`src/rtl/rdq_pkg.sv`:
```
// ============================================================================
// rdq_pkg
// Shared types and constants for the ring deque with remove.
// ============================================================================
package rdq_pkg;

    localparam int OP_W        = 3;
    localparam int CFG_W       = 5;
    localparam int COUNT_W     = 4;
    localparam int SLOTS_RESET = 16;

    typedef logic [OP_W-1:0] t_op;

    localparam t_op OP_PUSH_BACK  = 3'd0;
    localparam t_op OP_PUSH_FRONT = 3'd1;
    localparam t_op OP_POP_FRONT  = 3'd2;
    localparam t_op OP_POP_BACK   = 3'd3;
    localparam t_op OP_REMOVE     = 3'd4;

endpackage

```
`src/rtl/rdq_ram.sv`:
```
// ============================================================================
// rdq_ram
// Generic single-write, single-read RAM with a registered read port.
// ============================================================================
module rdq_ram #(
    parameter int WIDTH = 32,
    parameter int DEPTH = 16
) (
    input  logic                     i_clk,
    input  logic                     i_we,
    input  logic [$clog2(DEPTH)-1:0] i_waddr,
    input  logic [WIDTH-1:0]         i_wdata,
    input  logic [$clog2(DEPTH)-1:0] i_raddr,
    output logic [WIDTH-1:0]         o_rdata
);

    logic [WIDTH-1:0] mem [DEPTH];
    logic [WIDTH-1:0] r_rdata;

    always_ff @(posedge i_clk) begin
        if (i_we) begin
            mem[i_waddr] <= i_wdata;
        end
        r_rdata <= mem[i_raddr];
    end

    assign o_rdata = r_rdata;

endmodule

```
`src/rtl/ring_deque_with_remove_unit.sv`:
```
// ============================================================================
// ring_deque_with_remove_unit
// Circular double-ended queue with push/pop at both ends and remove-by-value.
// ============================================================================
// Items live in one RAM with a registered read port; a sequencer runs one
// command at a time and finishes every command by reading the head slot for
// the front value. A command is taken when start is high and busy is low; its
// result appears on the o_ ports for one cycle with o_valid, and the next
// command can be taken in that same cycle. Pushes write on acceptance; pops
// that find an item first read it from the RAM. A remove reads each entry
// from the head until it finds a match or reaches the tail; on a match past
// the head it moves each entry ahead of the match back one slot, one read and
// one write per entry through the single RAM read port, then advances the head.
// A write to the slot-count register empties the queue.
// ============================================================================
module ring_deque_with_remove_unit
    import rdq_pkg::*;
#(
    parameter int MAX_SLOTS  = 16,
    parameter int VALUE_BITS = 32
) (
    input  logic                  i_clk,
    input  logic                  i_rst_n,
    input  logic                  start,
    output logic                  busy,
    input  logic [OP_W-1:0]       i_op,
    input  logic [VALUE_BITS-1:0] i_item_value,
    output logic                  o_valid,
    output logic                  o_ok,
    output logic [VALUE_BITS-1:0] o_out_value,
    output logic [COUNT_W-1:0]    o_item_count,
    output logic [VALUE_BITS-1:0] o_front_value,
    input  logic                  i_cfg_we,
    input  logic [CFG_W-1:0]      i_cfg_wdata
);

    localparam int IW = $clog2(MAX_SLOTS);
    localparam int SW = $clog2(MAX_SLOTS + 1);
    localparam int CW = (SW > CFG_W) ? SW : CFG_W;
    localparam int RESET_SLOTS = (SLOTS_RESET > MAX_SLOTS) ? MAX_SLOTS : SLOTS_RESET;

    localparam logic [2:0] S_IDLE     = 3'd0;
    localparam logic [2:0] S_POP      = 3'd1;
    localparam logic [2:0] S_PEEK_RD  = 3'd2;
    localparam logic [2:0] S_PEEK     = 3'd3;
    localparam logic [2:0] S_SCAN_RD  = 3'd4;
    localparam logic [2:0] S_SCAN     = 3'd5;
    localparam logic [2:0] S_SHIFT_RD = 3'd6;
    localparam logic [2:0] S_SHIFT_WR = 3'd7;

    function automatic logic [IW-1:0] f_next(input logic [IW-1:0] i, input logic [SW-1:0] n);
        logic [SW:0] t;
        t = (SW+1)'(i) + (SW+1)'(1);
        return (t >= {1'b0, n}) ? '0 : IW'(t);
    endfunction

    function automatic logic [IW-1:0] f_prev(input logic [IW-1:0] i, input logic [SW-1:0] n);
        return (i == '0) ? IW'(n - SW'(1)) : (i - IW'(1));
    endfunction

    function automatic logic [SW-1:0] f_count(input logic [IW-1:0] h, input logic [IW-1:0] t,
                                              input logic [SW-1:0] n);
        logic [SW-1:0] c;
        if (t >= h) begin
            c = SW'(t) - SW'(h);
        end else begin
            c = n - (SW'(h) - SW'(t));
        end
        return c;
    endfunction

    logic [2:0]            r_state, n_state;
    logic [IW-1:0]         r_head, n_head;
    logic [IW-1:0]         r_tail, n_tail;
    logic [IW-1:0]         r_s, n_s;
    logic [SW-1:0]         r_slots, n_slots;
    t_op                   r_op, n_op;
    logic [VALUE_BITS-1:0] r_val, n_val;
    logic                  r_ok, n_ok;
    logic [VALUE_BITS-1:0] r_result, n_result;
    logic [COUNT_W-1:0]    r_count, n_count;
    logic [VALUE_BITS-1:0] r_front, n_front;
    logic                  r_valid, n_valid;

    logic                  ram_we;
    logic [IW-1:0]         ram_waddr;
    logic [VALUE_BITS-1:0] ram_wdata;
    logic [IW-1:0]         ram_raddr;
    logic [VALUE_BITS-1:0] ram_rdata;

    logic                  empty;
    logic [IW-1:0]         tail_next, tail_prev, head_next, head_prev, s_next, s_prev;
    logic [CW-1:0]         cfg_clamped;

    assign empty     = (r_head == r_tail);
    assign tail_next = f_next(r_tail, r_slots);
    assign tail_prev = f_prev(r_tail, r_slots);
    assign head_next = f_next(r_head, r_slots);
    assign head_prev = f_prev(r_head, r_slots);
    assign s_next    = f_next(r_s, r_slots);
    assign s_prev    = f_prev(r_s, r_slots);

    always_comb begin
        cfg_clamped = CW'(i_cfg_wdata);
        if (cfg_clamped < CW'(2)) begin
            cfg_clamped = CW'(2);
        end else if (cfg_clamped > CW'(MAX_SLOTS)) begin
            cfg_clamped = CW'(MAX_SLOTS);
        end
    end

    rdq_ram #(
        .WIDTH (VALUE_BITS),
        .DEPTH (MAX_SLOTS)
    ) u_store (
        .i_clk   (i_clk),
        .i_we    (ram_we),
        .i_waddr (ram_waddr),
        .i_wdata (ram_wdata),
        .i_raddr (ram_raddr),
        .o_rdata (ram_rdata)
    );

    always_comb begin
        n_state   = r_state;
        n_head    = r_head;
        n_tail    = r_tail;
        n_s       = r_s;
        n_slots   = r_slots;
        n_op      = r_op;
        n_val     = r_val;
        n_ok      = r_ok;
        n_result  = r_result;
        n_count   = r_count;
        n_front   = r_front;
        n_valid   = 1'b0;
        ram_we    = 1'b0;
        ram_waddr = r_tail;
        ram_wdata = r_val;
        ram_raddr = r_head;

        case (r_state)
            S_IDLE: begin
                if (start) begin
                    n_op     = i_op;
                    n_val    = i_item_value;
                    n_ok     = 1'b0;
                    n_result = '0;
                    n_state  = S_PEEK_RD;
                    case (i_op)
                        OP_PUSH_BACK: begin
                            if (tail_next != r_head) begin
                                ram_we    = 1'b1;
                                ram_waddr = r_tail;
                                ram_wdata = i_item_value;
                                n_tail    = tail_next;
                                n_ok      = 1'b1;
                            end
                        end
                        OP_PUSH_FRONT: begin
                            if (head_prev != r_tail) begin
                                ram_we    = 1'b1;
                                ram_waddr = head_prev;
                                ram_wdata = i_item_value;
                                n_head    = head_prev;
                                n_ok      = 1'b1;
                            end
                        end
                        OP_POP_FRONT: begin
                            if (!empty) begin
                                ram_raddr = r_head;
                                n_state   = S_POP;
                            end
                        end
                        OP_POP_BACK: begin
                            if (!empty) begin
                                ram_raddr = tail_prev;
                                n_tail    = tail_prev;
                                n_state   = S_POP;
                            end
                        end
                        OP_REMOVE: begin
                            n_s     = r_head;
                            n_state = S_SCAN_RD;
                        end
                        default: begin
                            n_state = S_PEEK_RD;
                        end
                    endcase
                end
            end
            S_POP: begin
                n_ok     = 1'b1;
                n_result = ram_rdata;
                if (r_op == OP_POP_FRONT) begin
                    n_head = head_next;
                end
                n_state = S_PEEK_RD;
            end
            S_PEEK_RD: begin
                ram_raddr = r_head;
                n_state   = S_PEEK;
            end
            S_PEEK: begin
                n_valid = 1'b1;
                n_count = COUNT_W'(f_count(r_head, r_tail, r_slots));
                n_front = empty ? '0 : ram_rdata;
                n_state = S_IDLE;
            end
            S_SCAN_RD: begin
                if (r_s == r_tail) begin
                    n_state = S_PEEK_RD;
                end else begin
                    ram_raddr = r_s;
                    n_state   = S_SCAN;
                end
            end
            S_SCAN: begin
                if (ram_rdata == r_val) begin
                    if (r_s == r_head) begin
                        n_head   = head_next;
                        n_ok     = 1'b1;
                        n_result = r_val;
                        n_state  = S_PEEK_RD;
                    end else begin
                        n_state = S_SHIFT_RD;
                    end
                end else begin
                    n_s     = s_next;
                    n_state = S_SCAN_RD;
                end
            end
            S_SHIFT_RD: begin
                ram_raddr = s_prev;
                n_state   = S_SHIFT_WR;
            end
            S_SHIFT_WR: begin
                ram_we    = 1'b1;
                ram_waddr = r_s;
                ram_wdata = ram_rdata;
                n_s       = s_prev;
                if (s_prev == r_head) begin
                    n_head   = head_next;
                    n_ok     = 1'b1;
                    n_result = r_val;
                    n_state  = S_PEEK_RD;
                end else begin
                    n_state = S_SHIFT_RD;
                end
            end
            default: begin
                n_state = S_IDLE;
            end
        endcase

        if (i_cfg_we) begin
            n_slots = SW'(cfg_clamped);
            n_head  = '0;
            n_tail  = '0;
        end
    end

    always_ff @(posedge i_clk) begin
        if (!i_rst_n) begin
            r_state <= S_IDLE;
            r_head  <= '0;
            r_tail  <= '0;
            r_slots <= SW'(RESET_SLOTS);
            r_valid <= 1'b0;
        end else begin
            r_state <= n_state;
            r_head  <= n_head;
            r_tail  <= n_tail;
            r_slots <= n_slots;
            r_valid <= n_valid;
        end
    end

    always_ff @(posedge i_clk) begin
        r_s      <= n_s;
        r_op     <= n_op;
        r_val    <= n_val;
        r_ok     <= n_ok;
        r_result <= n_result;
        r_count  <= n_count;
        r_front  <= n_front;
    end

    assign busy          = (r_state != S_IDLE);
    assign o_valid       = r_valid;
    assign o_ok          = r_ok;
    assign o_out_value   = r_result;
    assign o_item_count  = r_count;
    assign o_front_value = r_front;

    a_valid_after_peek: assert property (@(posedge i_clk) disable iff (!i_rst_n)
        r_valid |-> $past(r_state) == S_PEEK)
        else $error("result strobe without front read");

    a_idx_in_ring: assert property (@(posedge i_clk) disable iff (!i_rst_n)
        (SW'(r_head) < r_slots) && (SW'(r_tail) < r_slots))
        else $error("ring index beyond slot count");

    a_accept_busy: assert property (@(posedge i_clk) disable iff (!i_rst_n)
        (start && !busy) |=> busy)
        else $error("accepted beat did not start sequencer");

    a_shift_ahead: assert property (@(posedge i_clk) disable iff (!i_rst_n)
        (r_state == S_SHIFT_WR) |-> (r_s != r_head))
        else $error("shift past head");

    a_fail_zero: assert property (@(posedge i_clk) disable iff (!i_rst_n)
        (r_valid && !r_ok) |-> (r_result == '0))
        else $error("failed beat carries a value");

endmodule
```
`config.mk`:
```
export PLATFORM = sky130hd
export DESIGN_NAME = ring_deque_with_remove_unit
export DESIGN_NICKNAME = d
export VERILOG_FILES = /design/src/rtl/rdq_pkg.sv /design/src/rtl/rdq_ram.sv /design/src/rtl/ring_deque_with_remove_unit.sv
export SDC_FILE = /design/constraint.sdc
export NUM_CORES = 1
export LEC_CHECK = 0
export BUFFER_PORTS_ARGS = -buffer_cell sky130_fd_sc_hd__buf_2
export CAP_MARGIN = 20
export CELL_PAD_IN_SITES_DETAIL_PLACEMENT = 1
export CELL_PAD_IN_SITES_GLOBAL_PLACEMENT = 2
export CORE_MARGIN = 5
export CORE_UTILIZATION = 49
export DETAILED_ROUTE_END_ITERATION = 12
export PLACE_DENSITY_LB_ADDON = 0.1
export REMOVE_ABC_BUFFERS = 1
export SLEW_MARGIN = 40
export SYNTH_ARGS = -nofsm -noshare
export SYNTH_HDL_FRONTEND = slang
export SYNTH_SLANG_ARGS = --single-unit
```
`constraint.sdc`:
```
create_clock -name i_clk -period 11.1 [get_ports i_clk]
set_input_delay 0.555 -clock i_clk [delete_from_list [all_inputs] [get_ports i_clk]]
set_output_delay 0.555 -clock i_clk [all_outputs]
set_load 0.03 [all_outputs]
```
-- Word level (Yosys, flattened, before mapping)
Memories as Yosys holds them, arrays and structs flattened. A register that Yosys moved wholly into a read port is not among the register bits.
Index checks and enable logic that the tools add are counted.
- eq/ne operators: 30
- divide/modulo/power cells: 0
- bitwise operators: 1
- reductions and logical operators: 16
- multiplexer cells: 64
- shifts and indexed selects: 0
- $add $sub $neg: 10
- $mul: 0
- magnitude comparators: 6
- operators by type and width (kind ; number):
    $mux 32 ; 7
    $pmux 32 s2 ; 2
    $pmux 32 s4 ; 1
    $mux 4 ; 26
    $eq 32x32->1 ; 1
    $pmux 3 s8 ; 1
    $pmux 4 s3 ; 2
    $ne 2x2->1 const B ; 9
    $eq 4x4->1 ; 4
    $pmux 4 s2 ; 2
    $pmux 4 s4 ; 1
    $sub 4x1->4 const B ; 4
    $add 4x1->5 const B ; 3
    $eq 3x2->1 const B ; 5
    $eq 3x3->1 const B ; 5
    $ge 5x5->1 ; 3
    $mux 3 ; 5
    $logic_not 4->1 ; 3
    $sub 4x4->4 ; 3
    $mux 1 ; 10
    $mux 5 ; 2
    $reduce_and 5->1 ; 2
    $ne 4x4->1 ; 2
    $reduce_and 8->1 ; 1
    17 further kinds ; 23
- input port bits: 44
- latch bits: 0
- word-level logic and storage cells: 140
- RAM bits: 512
- memories: 1
- output and inout bits: 71
- flip-flop bits (word level): 125
- ROM bits: 0
- memory list (name ; words ; bits a word ; read ports ; clocked after memory_dff ; wr ports ; RTL line ; text):
    u_store.mem ; 16 ; 32 ; 1 ; 1 ; 1 ; rdq_ram.sv:17 ; logic [WIDTH-1:0] mem [DEPTH];

-- Logic depth before layout (Yosys ltp)
Gate-level depths: netlist (run 1).
- depth after elaboration: 10
- depth in mapped cells: 14
- depth with buffers taken out: 12

-- Hierarchy
A second synthesis (run 1) with hierarchy kept.
- cells, all modules: 1538
- area total of the unflattened synthesis: 27421.3 µm²
- modules (own cells, without submodules) (module ; sequential area each (µm²) ; instances ; cells an instance ; area each (µm²)):
    rdq_ram ; 16015.4 ; 1 ; 838 ; 19835.3
    ring_deque_with_remove_unit ; 3583.4 ; 1 ; 700 ; 7586.0

-- Worst setup path after synthesis (run 1)
OpenSTA, ideal clock, no wires.
- path kind: register to register
- from: reg r_tail[0]
- to: mem u_store.mem[9][0], enable pin
- path buffers: 1
- data arrival time: 5.139 ns
- setup time: 0.461 ns
- path slack: 5.500 ns
- stages on the path, launching flop included: 13
- clock period less this slack: 5.600 ns
- path through: dfxtp_1 -> clkbuf_1 -> inv_1 -> ha_1 -> ha_1 -> nand2_1 -> o21ai_0 -> a21boi_0 -> and4_1 -> o2111a_1 -> nor3_4 -> a22oi_1 -> nor3_1
- longest elaborated chain between the ends: 10
- elaborated cells between the ends (all ways): 16
- classes of those cells: add/sub (1); order compare (1); eq/ne (2); mux (12)
- ends and longest elaborated chain (element ; RTL line ; text):
    from (decl) ; ring_deque_with_remove_unit.sv:74 ; logic [IW-1:0] r_tail, n_tail;
    from (signal assigned) ; ring_deque_with_remove_unit.sv:273 ; r_tail <= n_tail;
    $add 4x1->5 ; ring_deque_with_remove_unit.sv:53 ; t = (SW+1)'(i) + (SW+1)'(1);
    $ge 5x5->1 ; ring_deque_with_remove_unit.sv:54 ; return (t >= {1'b0, n}) ? '0 : IW'(t);
    $mux 4 ; ring_deque_with_remove_unit.sv:54 ;
    $ne 4x4->1 ; ring_deque_with_remove_unit.sv:152 ; if (tail_next != r_head) begin
    $mux 1 ; ring_deque_with_remove_unit.sv:152 ;
    $pmux 1 s2 ; ring_deque_with_remove_unit.sv:150 ; case (i_op)
    $mux 1 ; ring_deque_with_remove_unit.sv:144 ; if (start) begin
    $pmux 1 s2 ; ring_deque_with_remove_unit.sv:142 ; case (r_state)
    $mux 1 ; rdq_ram.sv:21 ; if (i_we) begin
    $mux 1 (not written as such) ; rdq_ram.sv:22 ; mem[i_waddr] <= i_wdata;
    to (decl) ; rdq_ram.sv:17 ;
Parallel ways exist; a longest one is shown, timed or not.

-- Worst setup path in the final report (run 1)
- from: reg r_tail[0]
- to: mem u_store.mem[7][17], enable pin
The elaborated chain is that of the path after synthesis.

==> results of run 1 <==
## synthesized netlist by cell type, drive strengths merged (3+ instances only)
library cell / count / area (µm²)
o22ai: 133 / 832
a211oi: 3 / 22.5
nor2b: 10 / 62.6
a21boi: 3 / 22.5
nor2: 40 / 155
buf: 65 / 384
or3: 5 / 31.3
a221oi: 4 / 41.3
nand2b: 7 / 43.8
xnor2: 18 / 165
nor4: 10 / 62.6
a22o: 34 / 298
a31oi: 4 / 40.0
o211ai: 5 / 42.5
nand3: 15 / 85.1
nand4: 7 / 50.1
nand2: 31 / 116
a22oi: 5 / 42.5
a21oi: 33 / 169
o31ai: 4 / 43.8
ha: 30 / 375
nor3b: 3 / 32.5
o21ai: 26 / 130
clkbuf: 34 / 128
a21o: 4 / 30.0
mux2i: 264 / 2640
edfxtp: 620 / 18600
fa: 4 / 80.1
a311oi: 4 / 41.3
inv: 31 / 116
a221o: 35 / 350
a2bb2oi: 4 / 35.0
xor2: 41 / 359
and3: 10 / 62.6
nor3: 22 / 121
dfxtp: 49 / 981
and2: 73 / 459
or4: 34 / 259
## state kept, by name, indices dropped and copies added (netlist names)
name	flops
r_s	4
o_valid	1
r_slots	5
r_op	3
r_head	4
r_val	32
r_tail	4
o_ok	1
r_state	3
u_store.mem	512
o_front_value	32
o_out_value	32
u_store.o_rdata	32
o_item_count	4
## critical path, cell delays in order (launching register included)
cell and delay, ns:
dfxtp_1 0.69, inv_1 0.24, ha_1 0.41, ha_1 0.30, nand2_1 0.06, o21ai_0 0.28
a21boi_0 0.24, and4_1 0.25, o2111a_1 0.30, nor3_4 0.16, buf_4 0.62, o21ai_1 0.16
buf_4 0.24, nor2_4 0.65, buf_4 0.43
## power by group
group / internal [µW] / switching (µW) / leakage, µW
Combinational: 681 / 1460 / 0.00512
Clock: 1400 / 989 / 0.00115
Sequential: 3210 / 177 / 0.00605
## cell type report
class	count	area share, %
Sequential cell	669	61.9
Tap cell	756	2.99
Timing Repair Buffer	159	2.98
Inverter	31	0.367
Clock inverter	31	0.984
Clock buffer	103	6.42
Multi-Input combinational cell	953	24.4
## kinds of logic (layout without fill, tap and decap cells)
kind of cell,after synthesis,after routing,synth area share (%)
flops,669,669,70.5
simple gates,275,275,5.78
buf+inv,130,324,2.26
compound gates,321,321,8.39
fa+ha+maj,34,34,1.64
mux,264,264,9.51
xor+xnor,59,59,1.89
## per-layer routing
metal / share of wire [%] / wire, µm / up-vias
met3: 6.7 / 5460 / 121
li1: - / - / 7210
met2: 48 / 38700 / 583
met4: 2.4 / 1950 / 4
met5: 0.034 / 28 / -
met1: 43 / 35300 / 8690
## stage by stage
stage	TNS [ns]	power, µW
after CTS	0	7960
after global routing	0	8230
after detailed placement	0	5570
after floorplan	-240.60	5170
final	0	7930
after global placement	0	5510
## worst paths after layout
path                                            to  cells past startpoint
worst min register to register          r_slots[4]                      2
worst max register to register  u_store.mem[7][17]                     14
worst min-delay path                     r_val[26]                      1
worst max-delay path            u_store.mem[7][17]                     14
## layout by cell type (no fill, tap or decap), types with 5 or more instances in the layout
cell       count
clkbuf_16     75
dfxtp_1       49
nor2b_1       10
and2_1        70
clkbuf_1      23
nand2b_1       7
nand3_1       11
or3_1          5
inv_1         31
or4_1         33
xnor2_1       17
buf_2        115
bufinv_16      5
clkinv_2      10
nor2_4        11
o22ai_1      133
and3_1        10
clkbuf_8       5
nor3_2        10
nand2_1       31
nor2_1        28
ha_1          30
a221o_1       35
xor2_1        41
nor4_1        10
o21ai_0       25
nor3_1        11
a21oi_1       32
a22o_1        34
nand4_1        6
edfxtp_1     620
buf_4         41
mux2i_1      264
clkinv_1      11
==> impl_metrics.py, run 1 <==
metrics = {
    "clock_tree": {
        "cts-resized-gates": 0,
        "clkTransAtPathRegs_ns": 0.06,
        "insertion_delay_ns": 0.62,
        "htreeDepth": 3,
        "cts-root-buf": "clkbuf_16",
        "cts_buffer_depth": 3,
        "cts_buffers": 73,
        "postCtsHoldBufs": 0,
        "cts_tree": "built",
        "cts_setup_buffers": 0,
        "cts.sinks": 669,
    },
    "cells_and_area": {
        "stdcell_count": 2702,
        "fillers": 5216,
        "nets": 1965,
        "seq_area_um2": 19600,
        "n_antenna_cell": 0,
        "multi_input_area_um2": 7720,
        "post-route-util_pct": 56.3,
        "stdcell_area_um2": 31700,
        "area_delta_synth_final_pct": 14.0,
        "drive_gt1_share_pct": 15.8,
    },
    "floorplan": {
        "rows": 87,
        "io_pins": 115,
        "die_x_um": 248,
        "core_area_um2": 56300,
        "die_area_um2": 61600,
        "die_y_um": 248,
        "start_util_pct": 49.4,
    },
    "setup_path": {
        "ff2ff_setup_slack_ns": 5.67,
        "critPathMaxFanout": 35,
        "cp-end-kind": "flop",
        "worstPathRequired_ns": 11.37,
        "crit_path_start": "r_tail[0]",
        "critical_path_class": "reg -> reg",
        "arrival_ns": 5.70,
        "r2r-start": "r_tail[0]",
        "worstSetupStartpointType": "flop",
    },
    "timing": {
        "max_freq_mhz": 184,
        "tightest_slew_ns": 0.880,
        "slew_viol_final": 0,
        "final.period_utilization_pct": 49.0,
        "fin_crit_ns": 5.43,
        "rsz0062_at_grt": "no",
        "fin_ws_ns": 5.67,
        "max_slew_margin_pct": 40.8,
        "whs_ns": 0.128,
        "clock-skew-final_ns": 0.0368,
        "setup_violations": 0,
        "hold_viol": 0,
    },
    "routing": {
        "dr_total_vias": 16608,
        "drtAntennaViolNets": 0,
        "wl_um": 81500,
        "wl_per_cell_um": 30.2,
        "drtIter0Drc": 1462,
        "drc": 0,
        "drt_pass1_iterations": 6,
        "vias_per_cell": 6.15,
    },
    "synthesis": {
        "syn_area_um2": 27800,
        "syn_inst": 1752,
        "synth_cell_type_count": 80,
        "avgSynthCellArea_um2": 15.9,
        "synth-seq-cells": 669,
        "synth_top_flop_cell": "edfxtp_1",
        "async_flop_share_pct": 0,
        "yosys_warnings": 0,
        "synth-edff-count": 620,
        "seq_area_frac_synth_pct": 70.5,
    },
    "placement": {
        "gp_congestion": 0.875,
        "dpl_cell_area_um2": 29300,
        "place_ws_ns": 5.69,
        "hpwl_um": 45500,
        "dp_cells": 2567,
        "io_buffers": 114,
    },
    "global_routing": {
        "met1_usage_pct": 37.2,
        "top_usage_layer": "met2",
        "gr-total-overflow": 0,
        "grt_max_degree": 78,
        "grtUsageTotal_pct": 26.3,
        "first_global_vias": 17366,
        "use_met3_pct": 4.82,
        "met2_usage_pct": 42.2,
        "grt_pass1_wl_um": 118000,
        "antenna_found_initial": 3,
    },
    "power_and_ir_drop": {
        "p_per_area_nw_per_um2": 250,
        "total_leakage_power_uw": 0.0123,
        "peakVddDrop_mv": 0.179,
    },
    "run_status": {
        "status": "complete, no violations",
    },
    "worst_hold_path": {
        "worstHoldStart": "i_item_value[26]",
        "hp-class": "in -> reg",
    },
    "run": {
        "cap_violations": 0,
    },
}
Power figures use the tool's default switching activity.
==> inputs of run 2 (changes only) <==
ABC_AREA = 1   (was not set)
CORE_UTILIZATION = 36   (was 49)
clock period = 4.9 ns   (was 11.1 ns; I/O delays follow)
==> run 2 against run 1 <==
Net effect: count of clock-buffer cells in the layout increased by 5; cell count is 71% higher; combinational power increased to 5.8 times the previous value; sequential power up 150%; non-clock buffer count increased by 85.
==> impl_metrics.py, run 2 <==
metrics = {
    "run_status": {
        "status": "complete, no violations",
    },
    "timing": {
        "fin_ws_ns": 0.674,
        "slew_viol_final": 0,
        "max_slew_margin_pct": 44.6,
        "hold_viol": 0,
        "setup_violations": 0,
        "fin_tns_setup_ns": 0,
        "fin_crit_ns": 4.23,
        "tightest_slew_ns": 0.826,
        "clock-skew-final_ns": 0.0194,
        "max_freq_mhz": 237,
        "rsz0062_at_grt": "no",
        "whs_ns": 0.0445,
        "final.period_utilization_pct": 86.2,
    },
    "setup_path": {
        "arrival_ns": 4.56,
        "worstSetupStartpointType": "flop",
        "crit_chain": "inv_1 > ha_1 > ha_1 > nand2_1 > nor2_1 > o21ai_1 > nand3_1 > nand2_1 > nand2_1 > nor2_1 > nand3_1 > nand2_2 > buf_12 > nand2_1 > nand2_1 > nand2_1 > nand2_1",
        "cp-end-kind": "flop",
        "path_buf_inv": 2,
        "worstPathRequired_ns": 5.23,
        "critPathMaxFanout": 19,
        "cp_top_family": "simple AND/OR/NAND/NOR gates",
        "critical_path_class": "reg -> reg",
        "crit_top_cell": "nand2_1",
        "crit_slowest_cell": "dfxtp_1",
        "crit_path_max_incr_delay_ns": 0.52,
    },
    "synthesis": {
        "seq_area_frac_synth_pct": 62.6,
        "ys_top_cells_by_count": "nand2_1 (861), nand3_1 (627), edfxtp_1 (620)",
        "synth_top_area_share_pct": 59.4,
        "async_flop_share_pct": 0,
        "synth_cell_type_count": 41,
        "synthTopCellsByArea": "edfxtp_1 (59%), nand2_1 (10%), nand3_1 (10%)",
        "synth-edff-count": 620,
        "syn_inst": 3245,
        "syn_area_um2": 31300,
        "synth_top_cell_by_area": "edfxtp_1",
        "synth_most_common_cell": "nand2_1",
        "avgSynthCellArea_um2": 9.65,
        "synth-seq-cells": 669,
        "synth_top_flop_cell": "edfxtp_1",
        "yosys_warnings": 0,
    },
    "clock_tree": {
        "cts_tree": "built",
        "cts_setup_buffers": 0,
        "cts_buffers": 77,
        "cts-resized-gates": 0,
        "cts.sinks": 669,
        "cts_buffer_depth": 3,
        "postCtsHoldBufs": 42,
        "clkTransAtPathRegs_ns": 0.06,
        "insertion_delay_ns": 0.62,
        "htreeDepth": 3,
        "cts-root-buf": "clkbuf_16",
    },
    "power_and_ir_drop": {
        "peakVddDrop_mv": 0.404,
        "combPwrFrac_pct": 47.2,
        "pwr-share-clk_pct": 21.2,
        "p_per_area_nw_per_um2": 724,
        "p_switching_uw": 11700,
        "intPower_uw": 14800,
        "p_total_uw": 26500,
        "seqPwrFrac_pct": 31.7,
        "total_leakage_power_uw": 0.0155,
        "p_sw_share_pct": 44.2,
    },
    "cells_and_area": {
        "fillers": 9674,
        "top_register": "u_store.mem",
        "drive_gt1_share_pct": 10.1,
        "nets": 3479,
        "post-route-util_pct": 42.2,
        "largest_reg_flops": 512,
        "n_antenna_cell": 0,
        "final_cell_mix": "nand2_1 (858), nand3_1 (627), edfxtp_1 (620)",
        "mostFrequentLayoutCell": "nand2_1",
        "area_delta_synth_final_pct": 16.8,
    },
    "floorplan": {
        "core_area_um2": 86600,
        "io_pins": 115,
        "die_x_um": 305,
        "die_area_um2": 93000,
        "rows": 108,
        "start_util_pct": 36.2,
        "die_y_um": 305,
    },
    "global_routing": {
        "grt_pass1_wl_um": 159000,
        "first_global_vias": 24496,
        "grtUsageTotal_pct": 22.6,
        "gr-total-overflow": 0,
        "antenna_found_initial": 2,
        "grt_max_degree": 116,
    },
    "routing": {
        "drc": 0,
        "wl_per_cell_um": 23.3,
        "dr_total_vias": 23806,
        "drt_pass1_iterations": 5,
        "wl_um": 108000,
        "drtIter0Drc": 1825,
        "vias_per_cell": 5.16,
        "drtAntennaViolNets": 0,
    },
    "placement": {
        "gp_congestion": 0.828,
        "io_buffers": 114,
        "hpwl_um": 65400,
        "place_ws_ns": 0.687,
    },
    "run": {
        "cap_violations": 0,
    },
    "worst_hold_path": {
        "hp-class": "in -> reg",
    },
}
[run 2: final timing paths]
kind	from	depth (start not counted)	slack [ns]	endpoint
worst min register to register	u_store.o_rdata[2]	2	0.61	o_front_value[2]
worst max-delay path	r_tail[0]	17	0.67	u_store.mem[13][29]
worst max register to register	r_tail[0]	17	0.67	u_store.mem[13][29]
worst min-delay path	i_cfg_wdata[4]	5	0.04	r_slots[4]
[run 2: layer usage]
layer | track usage (%) | share of wire [%] | vias to the layer above
li1 | - | - | 11099
met1 | 30.8 | 45 | 11979
met2 | 37.8 | 47 | 576
met3 | 3.62 | 5.1 | 150
met4 | 5.96 | 2.4 | 2
met5 | 0 | 0.012 | -
[run 2: kinds of logic (layout without fill, tap and decap cells)]
| logic type | after synthesis | count (layout) | share of synthesized area, % |
|---|---|---|---|
| fa+ha+maj | 34 | 34 | 1.45 |
| compound gates | 138 | 138 | 2.63 |
| buf+inv | 663 | 881 | 8.79 |
| flops | 669 | 669 | 62.6 |
| xor+xnor | 24 | 24 | 0.671 |
| mux | 2 | 2 | 0.0679 |
| simple gates | 1715 | 1715 | 23.8 |
[run 2: area by class of cell]
cell class,count,area (µm²),area share [%]
inverters,496,1870,5.11
repair buffers,244,2070,5.65
clock inverters,33,307,0.838
multi-input cells,1913,9180,25.1
flip-flops and latches,669,19600,53.6
clock buffers,108,2120,5.79
well taps,1155,1450,3.95
[run 2: power groups by stage]
stage,Clock [µW],Sequential (µW),Combinational (µW)
6_report,5600,8390,12500
4_1_cts,5760,8390,12600
3_5_place_dp,0,8510,12600
3_3_place_gp,0,8500,12300
5_1_grt,6000,8440,13700
2_1_floorplan,0,8760,7070
[run 2: worst register-to-register path, cell delays in order (launching register included)]
cell and delay, ns:
dfxtp_1 0.52, inv_1 0.26, ha_1 0.43, ha_1 0.29, nand2_1 0.06, nor2_1 0.04
o21ai_1 0.28, nand3_1 0.20, nand2_1 0.11, nand2_1 0.08, nor2_1 0.15, nand3_1 0.12
nand2_2 0.47, buf_12 0.28, nand2_1 0.09, nand2_1 0.06, nand2_1 0.04, nand2_1 0.46
[run 2: metrics by stage]
stage | instance area [µm²] | cells
after floorplan | 30400 | 3078
after CTS | 36600 | 4618
after detailed placement | 33700 | 4435
final | 36600 | 4618
after global routing | 36600 | 4618
after global placement | 33700 | 4435
